`src/hdl/mi_pkg.sv`:
```
// ----------------------------------------------------------------------------
// mi_pkg: shared types for the modular inverse block
// Transfer payloads and the operation codes of the shared step unit.
// ----------------------------------------------------------------------------
package mi_pkg;

    localparam int DATA_W = 64;

    typedef struct packed {
        logic [DATA_W-1:0] value;
        logic [DATA_W-1:0] modulus;
    } mi_req_t;

    typedef struct packed {
        logic [DATA_W-1:0] inverse;
        logic              no_inverse;
    } mi_rsp_t;

    typedef enum logic [1:0] {
        UOP_HALVE,
        UOP_SUB,
        UOP_ADDM,
        UOP_SUBM
    } mi_op_t;

endpackage

```
`src/hdl/mi_step_unit.sv`:
```
// ----------------------------------------------------------------------------
// mi_step_unit: shared step unit of the binary extended gcd
// One residue subtract or halve, with the matching update of its two signed
// Bezout coefficients, or a modulus add or subtract on the final coefficient.
// ----------------------------------------------------------------------------
module mi_step_unit
    import mi_pkg::*;
#(
    parameter int WIDTH = 64,
    parameter int CW    = 68
)
(
    input  mi_op_t                  op,
    input  logic [WIDTH-1:0]        p,
    input  logic [WIDTH-1:0]        o,
    input  logic [WIDTH-1:0]        x,
    input  logic [WIDTH-1:0]        y,
    input  logic signed [CW-1:0]    pc,
    input  logic signed [CW-1:0]    qc,
    input  logic signed [CW-1:0]    pco,
    input  logic signed [CW-1:0]    qco,
    output logic [WIDTH-1:0]        p_next,
    output logic signed [CW-1:0]    pc_next,
    output logic signed [CW-1:0]    qc_next
);

    logic signed [CW-1:0] x_ext;
    logic signed [CW-1:0] y_ext;
    logic signed [CW-1:0] pc_b;
    logic signed [CW-1:0] qc_b;
    logic signed [CW-1:0] pc_sum;
    logic signed [CW-1:0] qc_sum;
    logic                 pc_sub;
    logic                 qc_sub;
    logic                 odd;

    assign x_ext = $signed(CW'(x));
    assign y_ext = $signed(CW'(y));
    assign odd   = pc[0] | qc[0];

    always_comb
    begin
        pc_b   = '0;
        qc_b   = '0;
        pc_sub = 1'b0;
        qc_sub = 1'b0;
        case (op)
            UOP_HALVE:
            begin
                pc_b   = odd ? y_ext : '0;
                qc_b   = odd ? x_ext : '0;
                qc_sub = 1'b1;
            end
            UOP_SUB:
            begin
                pc_b   = pco;
                qc_b   = qco;
                pc_sub = 1'b1;
                qc_sub = 1'b1;
            end
            UOP_ADDM:
            begin
                qc_b = x_ext;
            end
            UOP_SUBM:
            begin
                qc_b   = x_ext;
                qc_sub = 1'b1;
            end
            default:
            begin
                pc_b = '0;
            end
        endcase
    end

    assign pc_sum = pc_sub ? (pc - pc_b) : (pc + pc_b);
    assign qc_sum = qc_sub ? (qc - qc_b) : (qc + qc_b);

    always_comb
    begin
        case (op)
            UOP_HALVE:
            begin
                p_next  = p >> 1;
                pc_next = pc_sum >>> 1;
                qc_next = qc_sum >>> 1;
            end
            UOP_SUB:
            begin
                p_next  = p - o;
                pc_next = pc_sum;
                qc_next = qc_sum;
            end
            default:
            begin
                p_next  = p;
                pc_next = pc;
                qc_next = qc_sum;
            end
        endcase
    end

endmodule

```
`src/hdl/modular_inverse_top.sv`:
```
// ----------------------------------------------------------------------------
// Operation: one binary gcd step per cycle through the shared step unit,
//   then modulus corrections on the final coefficient until it lies in [0, m).
// Throughput: one item at a time; req_ready is high only while idle.
// Reset: rst_n clears the sequencer and the response valid at once.
// ----------------------------------------------------------------------------
// modular_inverse_top: modular inverse by binary extended gcd
// Sequencer around one shared step unit; result held until transferred.
// ----------------------------------------------------------------------------
module modular_inverse_top
    import mi_pkg::*;
#(
    parameter int WIDTH = 64
)
(
    input  logic    clk,
    input  logic    rst_n,
    input  logic    req_valid,
    output logic    req_ready,
    input  mi_req_t req,
    output logic    rsp_valid,
    input  logic    rsp_ready,
    output mi_rsp_t rsp
);

    localparam int CW = WIDTH + 4;

    typedef enum logic [1:0] {
        ST_IDLE,
        ST_RUN,
        ST_FIX,
        ST_DONE
    } state_t;

    state_t state_reg, state_next;
    mi_rsp_t rsp_reg, rsp_next;

    logic [WIDTH-1:0]     u_reg, u_next;
    logic [WIDTH-1:0]     v_reg, v_next;
    logic [WIDTH-1:0]     m_reg, m_next;
    logic [WIDTH-1:0]     y_reg, y_next;
    logic signed [CW-1:0] a_reg, a_next;
    logic signed [CW-1:0] b_reg, b_next;
    logic signed [CW-1:0] c_reg, c_next;
    logic signed [CW-1:0] d_reg, d_next;

    logic [WIDTH-1:0]     a_in;
    logic [WIDTH-1:0]     m_in;
    logic signed [CW-1:0] m_ext;

    mi_op_t               op;
    logic                 sel_v;
    logic                 wr_en;
    logic [WIDTH-1:0]     p_s;
    logic [WIDTH-1:0]     o_s;
    logic signed [CW-1:0] pc_s;
    logic signed [CW-1:0] qc_s;
    logic signed [CW-1:0] pco_s;
    logic signed [CW-1:0] qco_s;
    logic [WIDTH-1:0]     p_res;
    logic signed [CW-1:0] pc_res;
    logic signed [CW-1:0] qc_res;

    assign a_in  = req.value[WIDTH-1:0];
    assign m_in  = req.modulus[WIDTH-1:0];
    assign m_ext = $signed(CW'(m_reg));

    assign p_s   = sel_v ? v_reg : u_reg;
    assign o_s   = sel_v ? u_reg : v_reg;
    assign pc_s  = sel_v ? c_reg : a_reg;
    assign qc_s  = sel_v ? d_reg : b_reg;
    assign pco_s = sel_v ? a_reg : c_reg;
    assign qco_s = sel_v ? b_reg : d_reg;

    mi_step_unit #(
        .WIDTH (WIDTH),
        .CW    (CW)
    ) u_step (
        .op      (op),
        .p       (p_s),
        .o       (o_s),
        .x       (m_reg),
        .y       (y_reg),
        .pc      (pc_s),
        .qc      (qc_s),
        .pco     (pco_s),
        .qco     (qco_s),
        .p_next  (p_res),
        .pc_next (pc_res),
        .qc_next (qc_res)
    );

    assign req_ready = (state_reg == ST_IDLE);
    assign rsp_valid = (state_reg == ST_DONE);
    assign rsp       = rsp_reg;

    always_comb
    begin
        state_next = state_reg;
        rsp_next   = rsp_reg;
        u_next     = u_reg;
        v_next     = v_reg;
        m_next     = m_reg;
        y_next     = y_reg;
        a_next     = a_reg;
        b_next     = b_reg;
        c_next     = c_reg;
        d_next     = d_reg;
        op         = UOP_HALVE;
        sel_v      = 1'b0;
        wr_en      = 1'b0;

        case (state_reg)
            ST_IDLE:
            begin
                if (req_valid)
                begin
                    if (m_in == WIDTH'(1))
                    begin
                        rsp_next   = '{inverse: '0, no_inverse: 1'b0};
                        state_next = ST_DONE;
                    end
                    else if ((m_in == '0) || (a_in == '0) || (!a_in[0] && !m_in[0]))
                    begin
                        rsp_next   = '{inverse: '0, no_inverse: 1'b1};
                        state_next = ST_DONE;
                    end
                    else
                    begin
                        u_next     = m_in;
                        v_next     = a_in;
                        m_next     = m_in;
                        y_next     = a_in;
                        a_next     = CW'(1);
                        b_next     = '0;
                        c_next     = '0;
                        d_next     = CW'(1);
                        state_next = ST_RUN;
                    end
                end
            end
            ST_RUN:
            begin
                if (u_reg == '0)
                begin
                    if (v_reg == WIDTH'(1))
                    begin
                        state_next = ST_FIX;
                    end
                    else
                    begin
                        rsp_next   = '{inverse: '0, no_inverse: 1'b1};
                        state_next = ST_DONE;
                    end
                end
                else
                begin
                    wr_en = 1'b1;
                    if (!u_reg[0])
                    begin
                        op    = UOP_HALVE;
                        sel_v = 1'b0;
                    end
                    else if (!v_reg[0])
                    begin
                        op    = UOP_HALVE;
                        sel_v = 1'b1;
                    end
                    else
                    begin
                        op    = UOP_SUB;
                        sel_v = (u_reg < v_reg);
                    end
                end
            end
            ST_FIX:
            begin
                sel_v = 1'b1;
                if (d_reg[CW-1])
                begin
                    op    = UOP_ADDM;
                    wr_en = 1'b1;
                end
                else if (d_reg >= m_ext)
                begin
                    op    = UOP_SUBM;
                    wr_en = 1'b1;
                end
                else
                begin
                    rsp_next   = '{inverse: DATA_W'(d_reg[WIDTH-1:0]), no_inverse: 1'b0};
                    state_next = ST_DONE;
                end
            end
            ST_DONE:
            begin
                if (rsp_ready)
                begin
                    state_next = ST_IDLE;
                end
            end
            default:
            begin
                state_next = ST_IDLE;
            end
        endcase

        if (wr_en)
        begin
            if (sel_v)
            begin
                v_next = p_res;
                c_next = pc_res;
                d_next = qc_res;
            end
            else
            begin
                u_next = p_res;
                a_next = pc_res;
                b_next = qc_res;
            end
        end
    end

    always_ff @(posedge clk or negedge rst_n)
    begin
        if (!rst_n)
        begin
            state_reg <= ST_IDLE;
            rsp_reg   <= '0;
        end
        else
        begin
            state_reg <= state_next;
            rsp_reg   <= rsp_next;
        end
    end

    always_ff @(posedge clk)
    begin
        u_reg <= u_next;
        v_reg <= v_next;
        m_reg <= m_next;
        y_reg <= y_next;
        a_reg <= a_next;
        b_reg <= b_next;
        c_reg <= c_next;
        d_reg <= d_next;
    end

endmodule

```
`config.mk`:
```
export PLATFORM = sky130hd
export DESIGN_NAME = modular_inverse_top
export DESIGN_NICKNAME = d
export VERILOG_FILES = /design/src/hdl/mi_pkg.sv /design/src/hdl/mi_step_unit.sv /design/src/hdl/modular_inverse_top.sv
export SDC_FILE = /design/constraint.sdc
export NUM_CORES = 2
export LEC_CHECK = 0
export ABC_AREA = 0
export BUFFER_PORTS_ARGS = -buffer_cell sky130_fd_sc_hd__buf_2
export CAP_MARGIN = 20
export CORE_ASPECT_RATIO = 1.4
export CORE_UTILIZATION = 53
export CTS_BUF_LIST = sky130_fd_sc_hd__clkbuf_16
export CTS_CLUSTER_SIZE = 24
export DETAILED_ROUTE_END_ITERATION = 8
export GPL_TIMING_DRIVEN = 1
export PLACE_DENSITY = 0.67
export SETUP_SLACK_MARGIN = 0.3
export SLEW_MARGIN = 20
export SYNTH_ARGS = -nofsm -noshare
export SYNTH_HDL_FRONTEND = slang
export SYNTH_SLANG_ARGS = --single-unit
```
`constraint.sdc`:
```
create_clock -name clk -period 14.26 [get_ports clk]
set_input_delay 1.426 -clock clk [delete_from_list [all_inputs] [get_ports clk]]
set_output_delay 1.426 -clock clk [all_outputs]
set_load 0.03 [all_outputs]
```
# [Word level (Yosys, flattened, before mapping)]
# Index checks and enable logic that the tools add are counted.
[classes] n_addsub=5 magnitude_cmp=2 n_eq_ne=15 n_mux=84 n_bitwise=3 reduce_logical=16
[ops] operator="$mux W68" count=30
[ops] operator="$mux W64" count=16
[ops] operator="$mux W65" count=7
[ops] operator="$pmux W68 S2" count=2
[ops] operator="$pmux W68 S3" count=1
[ops] operator="$pmux W65 S3" count=1
[ops] operator="$logic_not A64 Y1" count=3
[ops] operator="$add A68 B68 Y68" count=2
[ops] operator="$sub A68 B68 Y68" count=2
[ops] operator="$eq A64 B1 Y1 const B" count=2
[ops] operator="$pmux W64 S2" count=1
[ops] operator="$ge A68 B65 Y1" count=1
[ops] operator="$mux W67" count=1
[ops] operator="$lt A64 B64 Y1" count=1
[ops] operator="$sub A64 B64 Y64" count=1
[ops] operator="$mux W2" count=9
[ops] operator="$mux W1" count=12
[ops] operator="$ne A2 B2 Y1 const B" count=5
[ops] operator="$eq A2 B2 Y1 const B" count=4
[ops] operator="$pmux W2 S4" count=1
[ops] operator="$reduce_and A7 Y1" count=1
[ops] operator="$reduce_and A5 Y1" count=1
[ops] operator="$eq A2 B1 Y1 const B" count=2
[ops] operator="$logic_not A2 Y1" count=2
[ops] operator="13 further kinds" count=17
[word_totals] ff_bits=595 input_bits=132

# [Logic depth before layout (Yosys ltp)]
[depth] depth_word=14 depth_mapped=50

# [Modules after synthesis]
# A second synthesis with hierarchy kept.
[hier_totals] hier_cells=6155 area_unflattened_um2=51668.3
[by_module_without_submodules] mod="modular_inverse_top" n_inst=1 cells_per_inst=2861 area_each_um2=31370.1 seq_area_each_um2=13528.0
[by_module_without_submodules] mod="mi_step_unit" n_inst=1 cells_per_inst=3294 area_each_um2=20298.2 seq_area_each_um2=0.0

# [Worst setup path after synthesis]
# Ideal clock, no wire load.
[synth_path] path_type="reg2reg" from="register v_reg[55]" to="register b_reg[61]" setup_ns=0.128 arrival_ns=9.821 t_required_ns=14.132 slack_ns=4.311 path_stages_with_launch=48 n_path_buf=12 synth_period_minus_slack_ns=9.949 path_cell_list="dfxtp_1 inv_1 ha_1 clkbuf_1 a2111o_1 o21ai_1 nand2_1 or3_1 clkbuf_1 o21ai_2 buf_2 buf_4 buf_4 buf_2 buf_2 buf_2 buf_2 buf_2 (+12 left out) ha_1 a21o_1 a21oi_1 o21bai_1 a21o_1 a21o_1 a21o_1 a21o_1 o31ai_1 o21ai_0 a221oi_1 nor3_1 or2_2 a2111oi_0 nor3_1 xor2_1 mux2i_1 o21ai_0"
[synth_between] elab_chain_cells=14
[synth_lines] item="from (decl)" line="modular_inverse_top.sv:39" source="logic [WIDTH-1:0] v_reg, v_next;"
[synth_lines] item="from (signal assigned)" line="modular_inverse_top.sv:242" source="v_reg <= v_next;"
[synth_lines] item="$lt A64 B64 Y1 (*)" line="modular_inverse_top.sv:172" source="sel_v = (u_reg < v_reg);"
[synth_lines] item="$mux W1 (*)" line="modular_inverse_top.sv:164" source="else if (!v_reg[0])"
[synth_lines] item="$mux W1 (*)" line="modular_inverse_top.sv:159" source="if (!u_reg[0])"
[synth_lines] item="$mux W1 (*)" line="modular_inverse_top.sv:144" source="if (u_reg == '0)"
[synth_lines] item="$pmux W1 S2 (*)" line="modular_inverse_top.sv:113" source="case (state_reg)"
[synth_lines] item="$mux W68 (on tied branches)" line="modular_inverse_top.sv:70, modular_inverse_top.sv:71"
[synth_lines] item="$or A1 B1 Y1" line="mi_step_unit.sv:39" source="assign odd = pc[0] | qc[0];"
[synth_lines] item="$mux W64" line="mi_step_unit.sv:51" source="qc_b = odd ? x_ext : '0;"
[synth_lines] item="$pmux W68 S3" line="mi_step_unit.sv:47" source="case (op)"
[synth_lines] item="$add A68 B68 Y68 or $sub A68 B68 Y68 (tied branches)" line="mi_step_unit.sv:78" source="assign qc_sum = qc_sub ? (qc - qc_b) : (qc + qc_b);"
[synth_lines] item="$mux W68" line="mi_step_unit.sv:78"
[synth_lines] item="$mux W67" line="mi_step_unit.sv:82" source="case (op)"
[synth_lines] item="$mux W68 (*)" line="modular_inverse_top.sv:210" source="if (sel_v)"
[synth_lines] item="$mux W68 (*)" line="modular_inverse_top.sv:208" source="if (wr_en)"
[synth_lines] item="named net b_next[61]" line="modular_inverse_top.sv:43" source="logic signed [CW-1:0] b_reg, b_next;"
[synth_lines] item="to (signal assigned)" line="modular_inverse_top.sv:246" source="b_reg <= b_next;"
[synth_lines] item="to (decl)" line="modular_inverse_top.sv:43"
# The timed path passes the listed nets; every way through them passes the cells marked *.
# A chain may end at the register's enable or synchronous reset.

# [Worst setup path after layout]
[layout_path] from="register v_reg[30]" to="register d_reg[65]"
[layout_between] elab_chain_cells=14
[layout_lines] item="$lt A64 B64 Y1 (*)" line="modular_inverse_top.sv:172"
[layout_lines] item="$mux W1 (*)" line="modular_inverse_top.sv:164"
[layout_lines] item="$mux W1 (*)" line="modular_inverse_top.sv:159"
[layout_lines] item="$mux W1 (*)" line="modular_inverse_top.sv:144"
[layout_lines] item="$pmux W1 S2 (*)" line="modular_inverse_top.sv:113"
[layout_lines] item="$mux W68 (on tied branches)" line="modular_inverse_top.sv:70, modular_inverse_top.sv:71"
[layout_lines] item="$or A1 B1 Y1" line="mi_step_unit.sv:39"
[layout_lines] item="$mux W64" line="mi_step_unit.sv:51"
[layout_lines] item="$pmux W68 S3" line="mi_step_unit.sv:47"
[layout_lines] item="$add A68 B68 Y68 or $sub A68 B68 Y68 (tied branches)" line="mi_step_unit.sv:78"
[layout_lines] item="$mux W68" line="mi_step_unit.sv:78"
[layout_lines] item="$mux W67" line="mi_step_unit.sv:82"
[layout_lines] item="$mux W68 (*)" line="modular_inverse_top.sv:210"
[layout_lines] item="$mux W68 (*)" line="modular_inverse_top.sv:208"
[layout_lines] item="named net d_next[65]" line="modular_inverse_top.sv:45" source="logic signed [CW-1:0] d_reg, d_next;"
[layout_lines] item="to (signal assigned)" line="modular_inverse_top.sv:248" source="d_reg <= d_next;"
[layout_lines] item="to (decl)" line="modular_inverse_top.sv:45"
# Marks and branches as above.

==> flow_metrics.env <==
export IMPL_report_final_slew_viol_count=0
export IMPL_antenna_found_initial=16
export IMPL_syn_inst=6547
export IMPL_cts_tree="done"
export IMPL_hold_worst_slack_ns=0.4818
export IMPL_cp_common_cell="o21ai_0"
export IMPL_synthesis_yosys_warnings=0
export IMPL_gp_congestion=1.008
export IMPL_grt_max_degree=213
export IMPL_drtIter0Drc=4941
export IMPL_ctsHtreeMaxLevel=2
export IMPL_fin_util=0.5762
export IMPL_grtUsageTotal=0.4194
export IMPL_start_util=0.5359
export IMPL_path_clk_slew_ns=0.07
export IMPL_cp_required_ns=14.84
export IMPL_maxSlewHeadroom=0.1648
export IMPL_synth_compound_area_frac=0.2492
export IMPL_stdcell_count=7696
export IMPL_critical_path_class="reg2reg"
export IMPL_finalHoldViolCount=0
export IMPL_avgSynthCellArea_um2=7.240
export IMPL_cts_setup_buffers=0
export IMPL_hpwl_mm=143.1
export IMPL_hold_buffers=0
export IMPL_cts_root_buf="clkbuf_16"
export IMPL_cp_arrival_ns=12.21
export IMPL_synthTopCellsByArea="dfxtp_1 17%, nand2_1 10%, edfxtp_1 8.1%"
export IMPL_synthArstFlopShare=0.1126
export IMPL_via_per_inst=6.505
export IMPL_period_share=0.8157
export IMPL_fin_worst_skew_ns=0.01477
export IMPL_die_y_um=355.8
export IMPL_synth_fa_ha_area_frac=0.07238
export IMPL_final_cell_mix="1,292 x nand2_1, 711 x o21ai_0, 440 x a21oi_1"
export IMPL_gr_total_overflow=0
export IMPL_cp_slowest_cell="a2111oi_1"
export IMPL_drive_gt1_frac=0.06853
export IMPL_critPathBufInv=3
export IMPL_fillerInstances=8659
export IMPL_clockBufferDepth=3
export IMPL_ys_seq_elements=595
export IMPL_final_common_cell="nand2_1"
export IMPL_max_slew_worst_pin_slew_ns=1.241
export IMPL_fin_crit_ns=11.63
export IMPL_crit_family="compound AO/OA/AOI/OAI gates"
export IMPL_synth_top_area_frac=0.1689
export IMPL_ioPinCount=199
export IMPL_cts_sinks=595
export IMPL_synthMuxAreaShare=0.03902
export IMPL_clk_insertion_delay_late_ns=0.68
export IMPL_maxCapViolations=0
export IMPL_grt_pass1_wl_mm=288.5
export IMPL_portBuffers=198
export IMPL_synth_xor_area_share=0.04694
export IMPL_grt_pass1_vias=46870
export IMPL_crit_fanout=51
export IMPL_syn2layout_area_growth_pct=7.531
export IMPL_post_cts_resized=0
export IMPL_hold_path_class="reg2reg"
export IMPL_start_kind="flip-flop"
export IMPL_core_um2=88450
export IMPL_synth_edff_count=128
export IMPL_syn_cell_area_um2=47400
export IMPL_fin_tns_setup_ns=0
export IMPL_ys_types=101
export IMPL_critPathCaptureType="flip-flop"
export IMPL_vias=50070
export IMPL_fmax_mhz=85.97
export IMPL_routedWlPerCell_um=25.33
export IMPL_ant_nets=0
export IMPL_yosysTopAreaCell="dfxtp_1"
export IMPL_finalSetupViolCount=0
export IMPL_placed_cells=7573
export IMPL_yosysSeqAreaShare=0.2854
export IMPL_first_pass_iters=6
export IMPL_mappedNetlistNets=6952
export IMPL_die_area_um2=90650
export IMPL_drc=0
export IMPL_wirelength_mm=195.0
export IMPL_synthFlopType="dfxtp_1"
export IMPL_synth_top_family_by_area="simple AND/OR/NAND/NOR gates"
export IMPL_chipWidth_um=254.7
export IMPL_rsz0062_at_grt="no"
export IMPL_nets=6862
export IMPL_cts_made_buffers=61
export IMPL_slowest_delay_ns=0.95
export IMPL_num_rows=129
export IMPL_status="finished, final reports clean"
export IMPL_synth_simple_area_share=0.2499
## logic make-up (layout without fill, tap and decap cells)
group	after synthesis	after routing
compound gates	1928	1928
buf+inv	688	649
other cells	0	9
flops	595	595
simple gates	2626	2626
fa+ha+maj	273	273
xor+xnor	254	254
mux	183	183
## worst reg2reg max path: cells and delay by family, from the launching register on
kind	cells	cell delay, ns
xor gates and xnor gates	2	0.37
and+or+nand+nor	11	4.16
muxes	1	0.14
AOI/OAI and AO/OA	16	4.74
DFF	1	0.40
buffers and inverters	3	0.87
adders and majority gates	2	0.89
## area by class of cell
class | count | area, um2 | share of cell area
Multi-Input combinational cell | 5264 | 31310 | 0.6142
Sequential cell | 595 | 13530 | 0.2654
Clock buffer | 66 | 1652 | 0.03240
Timing Repair Buffer | 264 | 1589 | 0.03118
Tap cell | 1179 | 1475 | 0.02894
Inverter | 271 | 1025 | 0.02011
Clock inverter | 48 | 371.6 | 0.007291
Antenna cell | 9 | 22.52 | 0.0004419
## synthesized netlist by cell type (11+ instances only)
library cell,number
or2_2,15
nand4_1,76
nor2_1,324
buf_2,65
nor4_1,96
o22ai_1,91
a31oi_1,65
o2111ai_1,11
ha_1,271
edfxtp_1,128
mux2_2,14
clkbuf_1,276
o221ai_1,22
dfrtp_1,67
o21a_1,30
a221o_1,19
a21boi_0,28
a22oi_1,26
o31ai_1,36
and2_1,32
nand2b_1,44
a222oi_1,12
and3_1,44
a211oi_1,39
nor3_1,111
a21oi_1,441
o211ai_1,39
or4_1,20
buf_1,68
mux2i_1,169
xnor2_1,160
o21bai_1,32
dfxtp_1,400
a21o_1,151
inv_1,269
o21ai_0,711
nand3_1,423
a221oi_1,31
nor2b_1,47
nand2_1,1295
xor2_1,94
or3_1,56
## per-stage QoR
stage / instance area [um2] / setup WS (ns)
global route: 50950 / 1.903
CTS: 50940 / 2.893
detailed placement: 48920 / 2.945
floorplan: 47400 / 4.311
finish: 50970 / 2.628
global placement: 48920 / 2.869
## path summary, 6_finish.rpt
check	from	cells past startpoint	slack, ns	endpoint
hold / removal	a_reg[13]	2	0.48	a_reg[13]
hold reg to reg	a_reg[13]	2	0.48	a_reg[13]
setup reg to reg	v_reg[30]	35	2.63	d_reg[65]
setup / recovery	v_reg[30]	35	2.63	d_reg[65]
max in group asynchronous	rst_n	2	12.61	rsp[62]
min in group asynchronous	rst_n	1	0.63	rsp[14]
## per-layer routing
layer  vias to the layer above  global-route usage  routed length (um)
met1                     23560              0.4752               71300
li1                      23340                   -                   -
met5                         -                   0                  52
met3                       728             0.07327               15780
met2                      2430              0.6968               90560
met4                         8              0.3229               17270
Power is left out: the tool's default activity adds up to more than one toggle a clock period on the data nets, which glitch-free logic cannot reach.
